--- src/ppw_pkg.sv ---
// shared constants for the perspective point warp block
// no dependencies
package ppw_pkg;
   localparam int COEF_W   = 48;
   localparam int SCR_W    = 16;
   localparam int NUM_REGS = 8;
   localparam int IDX_W    = 3;
   localparam int LANES    = 2;
   localparam int FIFO_DEPTH = 4;
   localparam int FIFO_AW  = 2;

   localparam logic [63:0] ONE_Q32 = 64'd4294967296;
   localparam logic [63:0] EPS_Q32 = 64'd42950;

   localparam logic [SCR_W-1:0] SAT_MAX = 16'h7fff;
   localparam logic [SCR_W-1:0] SAT_MIN = 16'h8000;

   localparam logic [IDX_W-1:0] REG_COEF_X_TO_X = 3'd0;
   localparam logic [IDX_W-1:0] REG_COEF_Y_TO_X = 3'd1;
   localparam logic [IDX_W-1:0] REG_OFFSET_X    = 3'd2;
   localparam logic [IDX_W-1:0] REG_COEF_X_TO_Y = 3'd3;
   localparam logic [IDX_W-1:0] REG_COEF_Y_TO_Y = 3'd4;
   localparam logic [IDX_W-1:0] REG_OFFSET_Y    = 3'd5;
   localparam logic [IDX_W-1:0] REG_PERSP_X     = 3'd6;
   localparam logic [IDX_W-1:0] REG_PERSP_Y     = 3'd7;

   typedef struct packed {
      logic full;
      logic empty;
   } fifo_status_type;
endpackage

--- src/ppw_fifo.sv ---
// small queue between the front and back pipelines
// depends on ppw_pkg
module ppw_fifo #(
   parameter int WIDTH = 8
) (
   input  logic clock,
   input  logic reset,
   input  logic push,
   input  logic [WIDTH-1:0] push_data,
   input  logic pop,
   output logic [WIDTH-1:0] pop_data,
   output ppw_pkg::fifo_status_type status
);
   import ppw_pkg::*;

   logic [WIDTH-1:0] mem [FIFO_DEPTH];
   logic [FIFO_AW-1:0] wr_ff, rd_ff;
   logic [FIFO_AW:0] cnt_ff;

   always_ff @(posedge clock) begin
      if (reset) begin
         wr_ff  <= '0;
         rd_ff  <= '0;
         cnt_ff <= '0;
      end else begin
         if (push) wr_ff <= wr_ff + 1'b1;
         if (pop)  rd_ff <= rd_ff + 1'b1;
         cnt_ff <= cnt_ff + (FIFO_AW+1)'(push) - (FIFO_AW+1)'(pop);
      end
   end

   always_ff @(posedge clock) begin
      if (push) mem[wr_ff] <= push_data;
   end

   assign pop_data     = mem[rd_ff];
   assign status.full  = (cnt_ff == (FIFO_AW+1)'(FIFO_DEPTH));
   assign status.empty = (cnt_ff == '0);
endmodule

--- config.mk ---
export PLATFORM = sky130hd
export DESIGN_NAME = ppw_fifo
export DESIGN_NICKNAME = d
export VERILOG_FILES = /design/src/ppw_pkg.sv /design/src/ppw_fifo.sv
export SDC_FILE = /design/constraint.sdc
export NUM_CORES = 1
export LEC_CHECK = 0
export ABC_AREA = 1
export BUFFER_PORTS_ARGS = -buffer_cell sky130_fd_sc_hd__buf_2
export CORE_MARGIN = 4
export CORE_UTILIZATION = 55
export CTS_BUF_LIST = sky130_fd_sc_hd__clkbuf_4 sky130_fd_sc_hd__clkbuf_8 sky130_fd_sc_hd__clkbuf_16
export DETAILED_ROUTE_END_ITERATION = 10
export PLACE_DENSITY_LB_ADDON = 0.08
export SYNTH_ARGS = -nofsm -noshare
export SYNTH_HDL_FRONTEND = slang
export SYNTH_SLANG_ARGS = --single-unit
--- constraint.sdc ---
create_clock -name clock -period 2.8 [get_ports clock]
set_input_delay 0.14 -clock clock [delete_from_list [all_inputs] [get_ports clock]]
set_output_delay 0.14 -clock clock [all_outputs]
set_load 0.05 [all_outputs]
# Word level (Yosys, flattened, before mapping)
# Memories as Yosys holds them, arrays and structs flattened. A register that Yosys moved wholly into a read port is not among the register bits.
# Index checks and enable logic that the tools add are counted.
# word_totals
register_bits	7
ram_bits	32
input_bits	12
word_cells	14
n_memories	1
# op_classes
add_sub_neg	4
n_eq_ne	1
n_mux	4
n_reduce_logical	1
# mem_list
name	words	width	rd	rd_ports_with_merged_regs	wr	line	rtl
mem	4	8	1	1	1	ppw_fifo.sv:16	logic [WIDTH-1:0] mem [FIFO_DEPTH];
# ops
operator	count
$add A2 B1 Y2 const B	2
$mux W2	2
$add A3 B1 Y3	1
$eq A3 B3 Y1 const B	1
$logic_not A3 Y1	1
$sub A3 B1 Y3	1
$mux W1	2

# Logic depth before layout (Yosys ltp)
# depth
depth_word	3
depth_mapped	8

# Least setup slack after synthesis
# Ideal clock, no wire load.
# synth_timing
kind	register to output
startpoint	register cnt_ff[1]
endpoint	output status[0] in the netlist's numbering
arrival_time_ns	1.397
required_ns	2.660
slack_ns	1.263
path_stages_with_launch	2
path_buffers	0
cell_sequence	dfxtp_1 nor3_1
# synth_lines
element	line	rtl
start: declaration	ppw_fifo.sv:18	logic [FIFO_AW:0] cnt_ff;
start signal: assignment	ppw_fifo.sv:28	cnt_ff <= cnt_ff + (FIFO_AW+1)'(push) - (FIFO_AW+1)'(pop);
end: declaration	ppw_fifo.sv:12	output ppw_pkg::fifo_status_type status

==> run_results.csv <==
group,metric,value,unit
place,dp_hpwl,1830,um
critical_path,cp.required,2.66,ns
run_status,outcome,"finished, final reports clean",
timing,slew_headroom,34.1,%
clock_tree,cts_max_level,2,
routing,wl_per_cell,12.1,um
hold_path,hold_end,"mem[0][6]",
timing,tightest_slew,0.988,ns
global_routing,grt_max_degree,33,
final_layout,fin_area,1940,um^2
synthesis,ys_seq_elements,41,
die,die_w,63.9,um
final_layout,fin_nets,195,
hold_path,min_path_cells,1,
timing,clock-skew-final,0.0132,ns
hold_path,hold_path_class,"in -> reg",
die,io_pins,22,
place,port_buffers,21,
global_routing,grt_pass1_vias,1069,
synthesis,syn_area,1720,um^2
critical_path,end_kind,"output pin",
routing,drt_first_pass_iters,4,
power_and_ir_drop,p_total,1.34,mW
clock_tree,cts-resized-gates,0,
timing,max_clock_freq,488,MHz
clock_tree,clock-root-buffer,"clkbuf_4",
clock_tree,clock_latency,0.34,ns
synthesis,synth.net_count,168,
critical_path,crit_buf_inv,1,
routing,vias,1056,
final_layout,drive_above_1_share,16.4,%
synthesis,syn_area_per_cell,11.5,um^2
timing,finalSetupViolations,0,
global_routing,grt_use_total,15.2,%
timing,worst_slack,0.750,ns
timing,setup_tns,0,ns
die,die_h,63.9,um
die,fp.dieArea,4080,um^2
final_layout,antenna_cells,0,
critical_path,r2r-end,"cnt_ff[2]",
timing,post-route-min-period,2.05,ns
synthesis,netlist-cell-type-count,16,
timing,rsz0062_at_grt,"false",
power_and_ir_drop,irDropWorstVdd,0.000419,V
clock_tree,path_clk_slew,0.12,ns
hold_path,hp-start,"push_data[6]",
die,core_region_area,3030,um^2
critical_path,r2r_setup_slack,1.21,ns
critical_path,cp.arrival,1.91,ns
final_layout,syn_to_final_growth,13.2,%
power_and_ir_drop,leakage,0.837,nW
synthesis,ys_seq_area_share,66.4,%
critical_path,worstPathCellList,"o211ai_1 > nand2_1 > buf_2",
critical_path,path_delay_family,"flip-flops",
synthesis,synthCells,149,
critical_path,regToRegStartpoint,"cnt_ff[0]",
power_and_ir_drop,powerDensity,687,nW/um^2
timing,drv_slew,0,
critical_path,criticalPathCategory,"reg -> out",
timing,fin_crit_sh,73.2,%
routing,first_iter_violations,35,
routing,drc,0,
synthesis,synth_warnings,0,
global_routing,grt_pass1_wl,4690,um
clock_tree,cts_tree,"done",
global_routing,antenna_found_initial,0,
place,detailedPlace.worstSlack,1.10,ns
critical_path,path_max_fanout,32,
place,placed_cell_area,1830,um^2
critical_path,crit_path_start_kind,"flip-flop",
timing,hold_violations,0,
critical_path,crit_slowest_cell,"dfxtp_1",
critical_path,critPathMaxStageDelay,0.98,ns
flow_run,drv_cap,0,
place,gp_congestion,0.721,
clock_tree,cts.sinks,41,
routing,viasPerCell,4.78,
timing,whs,0.0134,ns
routing,routed_wl,2670,um
critical_path,worstRegToRegCells,7,
routing,postRouteAntennaNets,0,
clock_tree,cts_made_buffers,5,
die,initial_core_util,56.7,%
clock_tree,clock_path_buffers,2,
die,core.rowCount,20,
global_routing,gr-total-overflow,0,
-- synthesized netlist by cell type --
| library cell | number | area share [%] |
|---|---|---|
| a21oi_1 | 13 | 3.8 |
| nand3_1 | 1 | 0.29 |
| nor2_1 | 4 | 0.87 |
| dfxtp_1 | 9 | 10 |
| inv_1 | 32 | 7.0 |
| nand2_1 | 24 | 5.2 |
| edfxtp_1 | 32 | 56 |
| nor3_1 | 1 | 0.29 |
| o21ai_1 | 2 | 0.58 |
| o21ai_0 | 10 | 2.9 |
| ha_1 | 6 | 4.4 |
| buf_4 | 1 | 0.44 |
| buf_6 | 4 | 2.6 |
| fa_1 | 1 | 1.2 |
| a21oi_2 | 1 | 0.51 |
| o211ai_1 | 8 | 3.5 |
-- sequential cells by signal, indices dropped and copies added, names as in the netlist, named ones only --
name	cells
cnt_ff	3
mem	32
rd_ff	2
wr_ff	2
-- per-stage QoR --
step,instances,utilization [%]
floorplan,149,-
global route,221,64.2
CTS,221,64.2
finish,221,64.2
global placement,209,60.3
detailed placement,209,60.3
-- how the worst max path moves through the flow --
stage               from          end  slack [ns]  cells after the start
4_1_cts        flip-flop  pop_data[4]        0.72                      3
5_1_grt        flip-flop  pop_data[1]        0.49                      4
3_5_place_dp   flip-flop  pop_data[4]        1.10                      3
6_report       flip-flop  pop_data[4]        0.75                      3
2_1_floorplan  cnt_ff[1]    status[0]        1.26                      1
3_3_place_gp   flip-flop  pop_data[0]        1.18                      3
-- final cells by class --
| type | instances | area, um^2 |
|---|---|---|
| clock buffers | 6 | 45.0 |
| clock inverters | 2 | 33.8 |
| fillers | 245 | 1080 |
| inverters | 32 | 120 |
| multi-input cells | 71 | 404 |
| flip-flops and latches | 41 | 1140 |
| well taps | 44 | 55.1 |
| repair buffers | 25 | 145 |
-- repair_timing --
action,in CTS,in global routing
hold buffers,4,0
hold endpoints to repair,14,0
setup endpoints to repair,0,0
setup buffers,0,0
-- where the power goes --
part | internal, mW | switching (mW)
Combinational | 0.0677 | 0.176
Clock | 0.196 | 0.174
Sequential | 0.694 | 0.0290
Total | 0.957 | 0.378
-- cells in the final DEF, fill, tap and decap left out --
master	instances
a21oi_2	1
bufinv_16	1
dlygate4sd3_1	4
nand3_1	1
o211ai_1	8
fa_1	1
nor3_1	1
nand2_1	24
ha_1	6
dfxtp_1	9
buf_2	21
o21ai_1	2
o21ai_0	10
nor2_1	4
clkbuf_4	6
edfxtp_1	32
clkinv_1	1
a21oi_1	13
inv_1	32
-- per-layer routing --
metal  vias up  part of all wire (%)  GRT usage (%)
met3         7                   3.7           3.51
li1        545                     -              -
met1       486                    42           17.4
met2        18                    52           26.2
met5         -                     0              0
met4         0                   2.0           7.82
-- cells by family after synthesis --
family	after synthesis	share of synthesized area, %
adder cells (fa/ha/maj)	7	5.54
buffers and inverters	37	10.1
AO/OA/AOI/OAI	34	11.3
flip-flops	41	66.4
AND/OR/NAND/NOR	30	6.70
Note: power is estimated with default switching activity, not from simulation.
